## src/hdl/tts_pkg.sv

```systemverilog
// Shared types and constants of the trade tick summary aggregator.
// Depends on nothing; tts_datapath, tts_ctrl, the top level and the testbench import it.
package tts_pkg;

   // Default size of the status bucket table.
   localparam int STATUS_SLOTS_DEFAULT = 8;
   // Number of fixed statistics ahead of the bucket words in a run.
   localparam int FIXED_STATS = 18;

   // Statistic kinds of a result word.
   localparam logic [4:0] KIND_TICKS      = 5'd0;
   localparam logic [4:0] KIND_FIRST      = 5'd1;
   localparam logic [4:0] KIND_HIGH       = 5'd2;
   localparam logic [4:0] KIND_LOW        = 5'd3;
   localparam logic [4:0] KIND_LAST       = 5'd4;
   localparam logic [4:0] KIND_VOLUME     = 5'd5;
   localparam logic [4:0] KIND_ORDERS     = 5'd6;
   localparam logic [4:0] KIND_AMOUNT     = 5'd7;
   localparam logic [4:0] KIND_BUY_VOL    = 5'd8;
   localparam logic [4:0] KIND_BUY_AMT    = 5'd9;
   localparam logic [4:0] KIND_SELL_VOL   = 5'd10;
   localparam logic [4:0] KIND_SELL_AMT   = 5'd11;
   localparam logic [4:0] KIND_NEUT_VOL   = 5'd12;
   localparam logic [4:0] KIND_NEUT_AMT   = 5'd13;
   localparam logic [4:0] KIND_MINUTES    = 5'd14;
   localparam logic [4:0] KIND_FIRST_TIME = 5'd15;
   localparam logic [4:0] KIND_LAST_TIME  = 5'd16;
   localparam logic [4:0] KIND_VWAP       = 5'd17;
   localparam logic [4:0] KIND_BUCKET     = 5'd18;

   // Side codes that have their own sums.
   localparam logic [15:0] SIDE_BUY     = 16'd0;
   localparam logic [15:0] SIDE_SELL    = 16'd1;
   localparam logic [15:0] SIDE_NEUTRAL = 16'd2;

   // Controller states.
   typedef enum logic [2:0] {
      ST_IDLE,
      ST_ACC,
      ST_DIV_GO,
      ST_DIV_WAIT,
      ST_EMIT
   } tts_state_type;

   // Commands from the controller to the datapath.
   typedef struct packed {
      logic load;
      logic accum;
      logic div_start;
      logic emit_next;
      logic clear;
   } tts_cmd_type;

   // Status from the datapath to the controller.
   typedef struct packed {
      logic last_tick;
      logic div_done;
      logic run_end;
   } tts_status_type;

endpackage

```

## src/hdl/tts_ctrl.sv

```systemverilog
// Controller state machine: tick intake, accumulation, divide and run output.
// Depends on tts_pkg.
module tts_ctrl (
   input  logic                   clock,
   input  logic                   reset,
   input  logic                   req_valid,
   output logic                   req_ready,
   output logic                   rsp_valid,
   input  logic                   rsp_ready,
   input  tts_pkg::tts_status_type status,
   output tts_pkg::tts_cmd_type   cmd
);
   import tts_pkg::*;

   tts_state_type state_ff, state_in;

   // Next state.
   always_comb begin
      state_in = state_ff;
      unique case (state_ff)
         ST_IDLE:     if (req_valid) state_in = ST_ACC;
         ST_ACC:      state_in = status.last_tick ? ST_DIV_GO : ST_IDLE;
         ST_DIV_GO:   state_in = ST_DIV_WAIT;
         ST_DIV_WAIT: if (status.div_done) state_in = ST_EMIT;
         ST_EMIT:     if (rsp_ready && status.run_end) state_in = ST_IDLE;
         default:     state_in = ST_IDLE;
      endcase
   end

   // Outputs.
   always_comb begin
      cmd = '0;
      req_ready = 1'b0;
      rsp_valid = 1'b0;
      unique case (state_ff)
         ST_IDLE: begin
            req_ready = 1'b1;
            cmd.load = req_valid;
         end
         ST_ACC:      cmd.accum = 1'b1;
         ST_DIV_GO:   cmd.div_start = 1'b1;
         ST_DIV_WAIT: ;
         ST_EMIT: begin
            rsp_valid = 1'b1;
            cmd.emit_next = rsp_ready && !status.run_end;
            cmd.clear = rsp_ready && status.run_end;
         end
         default: ;
      endcase
   end

   always_ff @(posedge clock) begin
      if (reset) begin
         state_ff <= ST_IDLE;
      end else begin
         state_ff <= state_in;
      end
   end
endmodule

```

## config.mk

```make
export PLATFORM = sky130hd
export DESIGN_NAME = tts_ctrl
export DESIGN_NICKNAME = d
export VERILOG_FILES = /design/src/hdl/tts_pkg.sv /design/src/hdl/tts_ctrl.sv
export SDC_FILE = /design/constraint.sdc
export NUM_CORES = 1
export LEC_CHECK = 0
export BUFFER_PORTS_ARGS = -buffer_cell sky130_fd_sc_hd__buf_2
export CORE_AREA = 2 2 39 41
export CTS_BUF_LIST = sky130_fd_sc_hd__clkbuf_16
export DETAILED_ROUTE_END_ITERATION = 10
export DIE_AREA = 0 0 41 43
export PLACE_DENSITY = 0.44
export SETUP_SLACK_MARGIN = 0.1
export SYNTH_ARGS = -nofsm -noshare
export SYNTH_HDL_FRONTEND = slang
export SYNTH_SLANG_ARGS = --single-unit
```

## constraint.sdc

```tcl
create_clock -name clock -period 1.3 [get_ports clock]
set_input_delay 0.195 -clock clock [delete_from_list [all_inputs] [get_ports clock]]
set_output_delay 0.195 -clock clock [all_outputs]
set_load 0.1 [all_outputs]
```

* Word-level counts from Yosys, hierarchy flattened
Index checks and enable logic that the tools add are counted.
Word-level totals: logic and storage cells 24, output and inout bits 7, bits in registers 3, input port bits 7
Cells by class: muxes and demuxes 11, eq/ne operators 7, reduce and logical (&&, ||, !) cells 5
Operator list (number):
- $pmux W3 S5 | 1
- $mux W3 | 3
- $eq A3 B2 Y1 const B | 2
- $ne A2 B2 Y1 const B | 3
- $mux W1 | 5
- $mux W2 | 2
- $eq A3 B1 Y1 const B | 1
- $eq A3 B3 Y1 const B | 1
- $logic_not A3 Y1 | 1
- $reduce_and A3 Y1 | 1
- $logic_and A1 B1 Y1 | 2
- $logic_not A1 Y1 | 1

* Depth between registers and ports, before layout
Gate-level depths: netlist of run 1.
depth after elaboration 3, mapped depth 2, depth with buffers taken out 2

* Worst setup path before layout of run 1
Ideal clock, no wire load.
path kind reg-to-output, start point reg state_ff[1], end point out cmd[4] (netlist name), arrival 3.443 ns, path buffers 0, required time 1.105 ns, cell stages (with the launch flop) 3, slack -2.338 ns, path through dfxtp_1 -> nor3_1 -> and2_1
RTL lines:
- from (decl) | RTL line tts_ctrl.sv:15 | tts_state_type state_ff, state_in;
- from (signal assigned) | RTL line tts_ctrl.sv:56 | state_ff <= state_in;
- to (decl) | RTL line tts_ctrl.sv:11 | output tts_pkg::tts_cmd_type cmd

==> impl_metrics.yaml, run 1 <==
run_status:
  outcome: "finished, violations left"
  violations: "negative setup slack"
run:
  max_cap_violations: 0
synth:
  syn_area_um2: 187.7
  ys_ff_latch: 3
  synth_top_cell_by_area: "dfxtp_1"
  yosysWarnings: 0
  syn_nets: 26
  synth-main-ff-cell: "dfxtp_1"
  synth_edf_count: 0
  synth_common_cells: "dfxtp_1 (3), nor3b_1 (2)"
  ys_top_cells_by_area: "dfxtp_1 (32%), nor3b_1 (8.0%), a211oi_2 (6.7%)"
  avgSynthCellArea_um2: 9.878
  ys_types: 16
  synthCells: 19
  synth_top_area_share: 0.3200
  async_reset_ff_frac: 0
  seq_area_frac_synth: 0.3200
  yosysMostFrequentCell: "dfxtp_1"
clocking:
  clkLatencyLatePin_ns: 0.23
  root_buffer: "clkbuf_16"
  clockBufferDepth: 2
  cts_tree: "built"
  clkTransAtPathRegs_ns: 0.03
  cts.htree.levels: 1
  numCtsBuffers: 3
  numClockSinks: 3
cells_and_area:
  drive_above_1_share: 0.8163
  largest_reg_flops: 3
  nNetsFinal: 57
  stdcell_area_um2: 624.3
  n_antenna_cell: 0
  top_register: "state_ff"
  areaGrowthSynthToFinish_pct: 232.7
  layout.core_utilization: 0.4512
  reg_top3: "state_ff x3"
  post_layout_nonfiller_instances: 65
die:
  rows: 14
  die_area_mm2: 0.001763
  initial_core_util: 0.1356
  core-area_mm2: 0.001384
  pin_count: 14
  dieHeight_um: 43
  die_x_um: 41
grt:
  grt_pass1_vias: 331
  antenna_found_initial: 0
  grt_overflow: 0
  grtUsageTotal: 0.1235
  grt_first_pass_wirelength_um: 1393
  grt_max_degree: 6
place:
  place.gp.congestion: 0.6330
  dp_cells: 50
  hpwl_um: 503.2
  preCtsSetupSlack_ns: 0.02393
  placed_cell_area_um2: 436.7
  portBuffers: 13
sta:
  hold-worst-slack_ns: 0.1799
  fmax_ghz: 0.6967
  finalSetupTns_ns: -0.4972
  setup_slack_ns: -0.1353
  tightest_slew_ns: 0.2086
  period_share: 1.104
  period_needed_ns: 1.435
  rsz0062_at_grt: "yes"
  hold_violations: 0
  relSlewSlack: 0.8608
  setup_violations: 7
  finalMaxSlewViolations: 0
  worst_clock_skew_ns: 0.0001511
route:
  vias_per_cell: 4.354
  wirelength_um: 755
  vias: 283
  wl_per_cell_um: 11.62
  first_pass_iters: 3
  drt_drc_violations_left: 0
  drt_iter0_markers: 1
  ant_nets: 0
setup_path:
  path_class: "reg -> out"
  crit_arrival_ns: 1.24
  worst-path-max-fanout: 4
  required_ns: 1.11
  start_kind: "register"
  end_kind: "output port"
power_and_ir_drop:
  leakage_nw: 0.2711
  p_per_area_mw_per_mm2: 1329
  ir_drop_mv: 0.7535
  p_total_uw: 830.0
hold_path:
  hold_path.class: "in -> reg"
layout make-up:
| class | instances | area, µm² |
|---|---|---|
| tap | 16 | 20.02 |
| sequential | 3 | 71.32 |
| timing repair buffer | 26 | 275.3 |
| clock inverter | 1 | 3.754 |
| fill | 141 | 759.5 |
| clock buffer | 3 | 75.07 |
| multi-input combinational | 16 | 178.9 |
kinds of logic after synthesis:
group,Yosys count,share of synthesized area
AND/OR/NAND/NOR,10,0.4067
AO/OA/AOI/OAI,6,0.2733
flip-flops,3,0.3200
worst max-delay path: stages (launching register included):
cell and delay (ns):
dfxtp_4 0.35, nor3b_4 0.24, and3b_4 0.25, buf_12 0.17
where the power goes:
group | internal, mW | leakage (nW) | switching (mW)
Clock | 0.397 | 0.0423 | 0.0936
Sequential | 0.0954 | 0.0267 | 0.00939
Combinational | 0.103 | 0.202 | 0.131
final timing paths:
kind | start | to | slack [ns] | depth (start not counted)
setup / recovery | state_ff[1] | cmd[1] | -0.14 | 3
hold / removal | reset | state_ff[1] | 0.18 | 2
setup reg to reg | state_ff[1] | state_ff[2] | 0.21 | 5
hold reg to reg | state_ff[1] | state_ff[0] | 0.64 | 3
layout by cell type (no fill, tap or decap), drive strengths merged:
cell type and n:
o21bai 1, and3 1, a21oi 1, a211oi 2
a21bo 1, dfxtp 3, buf 26, nor3b 3
o2bb2ai 1, nand3b 1, and3b 1, nor3 1
nand4b 1, inv 1, clkbuf 3, and2 1
nand2b 1
what timing repair did:
action | 4_1_cts | 5_1_grt
pin swaps | 6 | 3
hold buffers | 0 | 0
cloned | 0 | 0
setup buffers | 9 | 2
gates resized for setup | 6 | 1
setup endpoints to repair | 7 | 7
metal layers:
layer / global-route usage / wire length (µm) / up-vias
met5: 0 / 0 / -
met4: 0.1000 / 21 / 0
met3: 0.03665 / 67 / 2
met2: 0.2000 / 419 / 16
met1: 0.1190 / 246 / 128
li1: - / - / 137
(Power assumes the default switching activity.)
==> inputs of run 2 (changes only) <==
--- a/config.mk
+++ b/config.mk
@@ -5,9 +5,9 @@
 export SDC_FILE = /design/constraint.sdc
 export NUM_CORES = 1
 export LEC_CHECK = 0
+export ABC_CLOCK_PERIOD_IN_PS = 1300
 export BUFFER_PORTS_ARGS = -buffer_cell sky130_fd_sc_hd__buf_2
 export CORE_AREA = 2 2 39 41
-export CTS_BUF_LIST = sky130_fd_sc_hd__clkbuf_16
 export DETAILED_ROUTE_END_ITERATION = 10
 export DIE_AREA = 0 0 41 43
 export PLACE_DENSITY = 0.44
==> run 2 against run 1 <==
The flow still finishes with violations (negative setup slack). Routed wire length fell by 6.1%. Worst setup slack got worse by 0.023 ns. Core utilization fell by 5.3 points. Sequential share of layout area rose by 1.5 points. Sequential power barely moved. Highest routed layer unchanged. Global-route usage fell by 0.40 points. Non-clock buffer count fell by 2.
==> impl_metrics.yaml, run 2 (same netlist as run 1, synthesis figures left out) <==
route:
  first_pass_iters: 1
  drt_iter0_markers: 0
  vias_per_cell: 4.524
  drt_drc_violations_left: 0
  ant_nets: 0
  vias: 285
  wirelength_um: 709
  wl_per_cell_um: 11.25
hold_path:
  hold_path.class: "in -> reg"
sta:
  rsz0062_at_grt: "yes"
  tightest_slew_ns: 0.2222
  hold_violations: 0
  hold-worst-slack_ns: 0.1739
  finalMaxSlewViolations: 0
  fmax_ghz: 0.6859
  finalSetupTns_ns: -0.7050
  period_needed_ns: 1.458
  period_share: 1.122
  setup_violations: 7
  relSlewSlack: 0.8512
  setup_slack_ns: -0.1580
  worst_clock_skew_ns: 0.002647
setup_path:
  worst-path-max-fanout: 5
  start_kind: "register"
  path_class: "reg -> out"
  crit_arrival_ns: 1.26
  required_ns: 1.11
  max_stage_delay_ns: 0.36
  r2r_setup_slack_ns: 0.19
  path_cells: "nor3b_4 > and3b_4 > buf_12"
  end_kind: "output port"
  cpMaxStageDelayCell: "dfxtp_4"
clocking:
  numClockSinks: 3
  clockBufferDepth: 2
  numCtsBuffers: 3
  cts_tree: "built"
  root_buffer: "clkbuf_4"
  cts_hold_buf: 0
  cts.htree.levels: 1
  clkTransAtPathRegs_ns: 0.03
  clkLatencyLatePin_ns: 0.23
die:
  die_area_mm2: 0.001763
  rows: 14
  initial_core_util: 0.1356
  dieHeight_um: 43
  core-area_mm2: 0.001384
  die_x_um: 41
  pin_count: 14
cells_and_area:
  fillers: 145
  top_register: "state_ff"
  reg_top3: "state_ff x3"
  largest_reg_flops: 3
  ff_latch_area_um2: 71.32
  final_common_cell: "buf_4"
  multi_input_area_um2: 172.7
  areaGrowthSynthToFinish_pct: 193.3
  mostFrequentLayoutCells: "buf_4 (9), buf_12 (7), buf_2 (6)"
  drive_above_1_share: 0.8085
  stdcell_area_um2: 550.5
  nNetsFinal: 55
  n_antenna_cell: 0
run:
  max_cap_violations: 0
run_status:
  outcome: "finished, violations left"
  violations: "negative setup slack"
place:
  hpwl_um: 503.2
  placed_cell_area_um2: 436.7
  place.gp.congestion: 0.6330
  portBuffers: 13
power_and_ir_drop:
  leakage_nw: 0.2341
  p_per_area_mw_per_mm2: 888.9
  p_total_uw: 489.4
  ir_drop_mv: 0.4772
grt:
  grt_overflow: 0
  grtUsageTotal: 0.1195
  antenna_found_initial: 0
  grt_pass1_vias: 340
  grt_max_degree: 6
  grt_first_pass_wirelength_um: 1373
run 2: cell count changes in the layout (fill, tap and decap cells not counted), sizes merged:
cell	delta
inv	-1
clkbuf	+1
buf	-2
run 2: final timing paths:
kind	endpoint	startpoint	cells past startpoint
worst min register to register	state_ff[1]	state_ff[1]	2
worst max register to register	state_ff[2]	state_ff[1]	5
worst min-delay path	state_ff[1]	reset	2
worst max-delay path	cmd[1]	state_ff[1]	3
run 2: metrics by stage:
step | setup WS [ns] | util | std cells
finish | -0.1580 | 0.3978 | 63
CTS | -0.1711 | 0.3924 | 62
detailed placement | 0.02393 | 0.3156 | 50
floorplan | -0.7664 | - | 19
global route | -0.2017 | 0.3978 | 63
global placement | 0.06122 | 0.3156 | 50
run 2: final cells by class:
| class | instances | share of cell area |
|---|---|---|
| Sequential cell | 3 | 0.1295 |
| Timing Repair Buffer | 24 | 0.4727 |
| Clock buffer | 4 | 0.04773 |
| Multi-Input combinational cell | 16 | 0.3136 |
| Tap cell | 16 | 0.03636 |
run 2: where the power goes:
part,switching [mW],internal (mW),total (mW)
logic,0.128,0.0954,0.223
clock network,0.0445,0.115,0.159
registers,0.0114,0.0953,0.107
run 2: layer usage:
| metal | track usage | up-vias | share of wire |
|---|---|---|---|
| met2 | 0.1719 | 19 | 0.50 |
| li1 | - | 131 | - |
| met1 | 0.1222 | 127 | 0.33 |
| met3 | 0.02618 | 8 | 0.086 |
| met5 | 0 | - | 0 |
| met4 | 0.1400 | 0 | 0.082 |
run 2: timing repair:
action / 4_1_cts / 5_1_grt
pin swaps: 5 / 1
endpoints found under the setup margin: 7 / 7
gates resized for setup: 6 / 0
buffers inserted: 8 / 1
run 2: critical path: cells and delay by family, from the launching register on:
family | cells | cell delay, ns
simple gates | 2 | 0.49
flops | 1 | 0.36
buf+inv | 1 | 0.17
==> inputs of run 3 (changes only) <==
==> constraint.sdc (replaced) <==
create_clock -name clock -period 1.3 [get_ports clock]
set_input_delay 0 -clock clock [delete_from_list [all_inputs] [get_ports clock]]
set_output_delay 0 -clock clock [all_outputs]
set_load 0.1 [all_outputs]
==> run 3 against run 2 <==
The run now ends clean. First-iteration DRC count increased by 2. Die area unchanged. Combinational power about the same. Via count decreased by 12%. Largest power group unchanged. Non-clock buffer count decreased by 4.
==> impl_metrics.yaml, run 3 (same netlist as run 1, synthesis figures left out) <==
power_and_ir_drop:
  p_per_area_mw_per_mm2: 912.1
  clkPwrFrac: 0.331
  seqPwrFrac: 0.217
  switchingPower_uw: 185.9
  p_sw_frac: 0.3788
  power_frac_comb: 0.452
  leakage_nw: 0.2123
  ir_drop_mv: 0.3552
  p_int_uw: 304.8
sta:
  finalMaxSlewViolations: 0
  worst_clock_skew_ns: 0.003010
  tightest_slew_ns: 0.2201
  period_needed_ns: 1.264
  fmax_ghz: 0.7912
  hold_violations: 0
  setup_violations: 0
  period_share: 0.9723
  hold-worst-slack_ns: 0.06864
  setup_slack_ns: 0.03603
  relSlewSlack: 0.8531
  rsz0062_at_grt: "yes"
route:
  wirelength_um: 674
  first_pass_iters: 2
  vias: 252
  vias_per_cell: 4.271
  drt_iter0_markers: 2
  ant_nets: 0
  drt_drc_violations_left: 0
  wl_per_cell_um: 11.42
clocking:
  cts.htree.levels: 1
  numCtsBuffers: 3
  clkTransAtPathRegs_ns: 0.04
  clkLatencyLatePin_ns: 0.23
  clockBufferDepth: 2
  numClockSinks: 3
  root_buffer: "clkbuf_4"
  cts_tree: "built"
die:
  die_area_mm2: 0.001763
  dieHeight_um: 43
  initial_core_util: 0.1356
  pin_count: 14
  core-area_mm2: 0.001384
  rows: 14
  die_x_um: 41
place:
  place.gp.congestion: 0.6411
  portBuffers: 13
  hpwl_um: 432.9
  preCtsSetupSlack_ns: 0.1793
setup_path:
  end_kind: "output port"
  max_stage_delay_ns: 0.36
  cpMaxStageDelayCell: "dfxtp_4"
  path_class: "reg -> out"
  path_cells: "nor3b_4 > and3b_4 > buf_12"
  worst-path-max-fanout: 4
  start_kind: "register"
  required_ns: 1.30
  crit_arrival_ns: 1.26
grt:
  grt_max_degree: 8
  grt_pass1_vias: 275
  grt_first_pass_wirelength_um: 1186
  grtUsageTotal: 0.1034
  antenna_found_initial: 0
  grt_overflow: 0
run:
  max_cap_violations: 0
hold_path:
  hold_path.class: "in -> reg"
cells_and_area:
  reg_top3: "state_ff x3"
  mostFrequentLayoutCells: "buf_12 (8), buf_2 (6), buf_4 (4)"
  drive_above_1_share: 0.7674
  n_antenna_cell: 0
  largest_reg_flops: 3
  areaGrowthSynthToFinish_pct: 186.7
  top_register: "state_ff"
  nNetsFinal: 51
  fillers: 138
  final_common_cell: "buf_12"
run_status:
  outcome: "finished clean"
[run 3: changes by cell type in the layout (fill, tap and decap cells not counted), sizes merged]
| cell | before | now |
|---|---|---|
| buf | 24 | 19 |
| dlygate4sd3 | 0 | 1 |
[run 3: worst max-delay path: cells and delay by family (launching register included)]
kind | cells | cell delay (ns)
buffers and inverters | 1 | 0.17
flip-flops | 1 | 0.36
AND/OR/NAND/NOR | 2 | 0.50
[run 3: final timing paths]
path,start,end,slack (ns),cells after the start
worst min-delay path,status[2],state_ff[1],0.07,3
worst max-delay path,state_ff[0],cmd[1],0.04,3
worst min register to register,state_ff[2],state_ff[1],0.56,2
worst max register to register,state_ff[1],state_ff[1],0.28,3
[run 3: timing repair]
item / 4_1_cts / 5_1_grt
resized for setup: 3 / 3
buffers inserted: 5 / 1
endpoints found under the setup margin: 3 / 6
pin swaps: 2 / 2
hold endpoints to repair: 3 / 0
hold buffers: 1 / 0
[run 3: stage by stage]
stage | util | total power, mW | setup TNS, ns | instances | instance area, µm²
floorplan | - | 0.2306 | -2.556 | 19 | 231.5
global placement | 0.3047 | 0.3027 | 0 | 48 | 421.7
detailed placement | 0.3047 | 0.3050 | 0 | 48 | 421.7
CTS | 0.3716 | 0.4912 | 0 | 58 | 514.2
global route | 0.3888 | 0.5222 | -0.01180 | 59 | 538.0
finish | 0.3888 | 0.4907 | 0 | 59 | 538.0
[run 3: cell type report]
cell class,instances,area (µm²),share of cell area
Clock buffer,4,26.28,0.04884
Multi-Input combinational cell,16,178.9,0.3326
Sequential cell,3,71.32,0.1326
Tap cell,16,20.02,0.03721
Timing Repair Buffer,20,241.5,0.4488
[run 3: routing by layer]
metal,track usage,wire length [µm],vias up
met4,0.08000,0,0
li1,-,-,124
met2,0.1531,380,13
met1,0.1158,238,115
met3,0.03141,55,0
met5,0,0,-
[run 3: power groups by stage]
stage          Sequential, mW  Combinational [mW]  Clock [mW]
2_1_floorplan           0.111               0.120           0
3_3_place_gp            0.112               0.190           0
3_5_place_dp            0.114               0.191           0
4_1_cts                 0.107               0.213       0.171
5_1_grt                 0.107               0.232       0.183
6_report                0.107               0.222       0.162
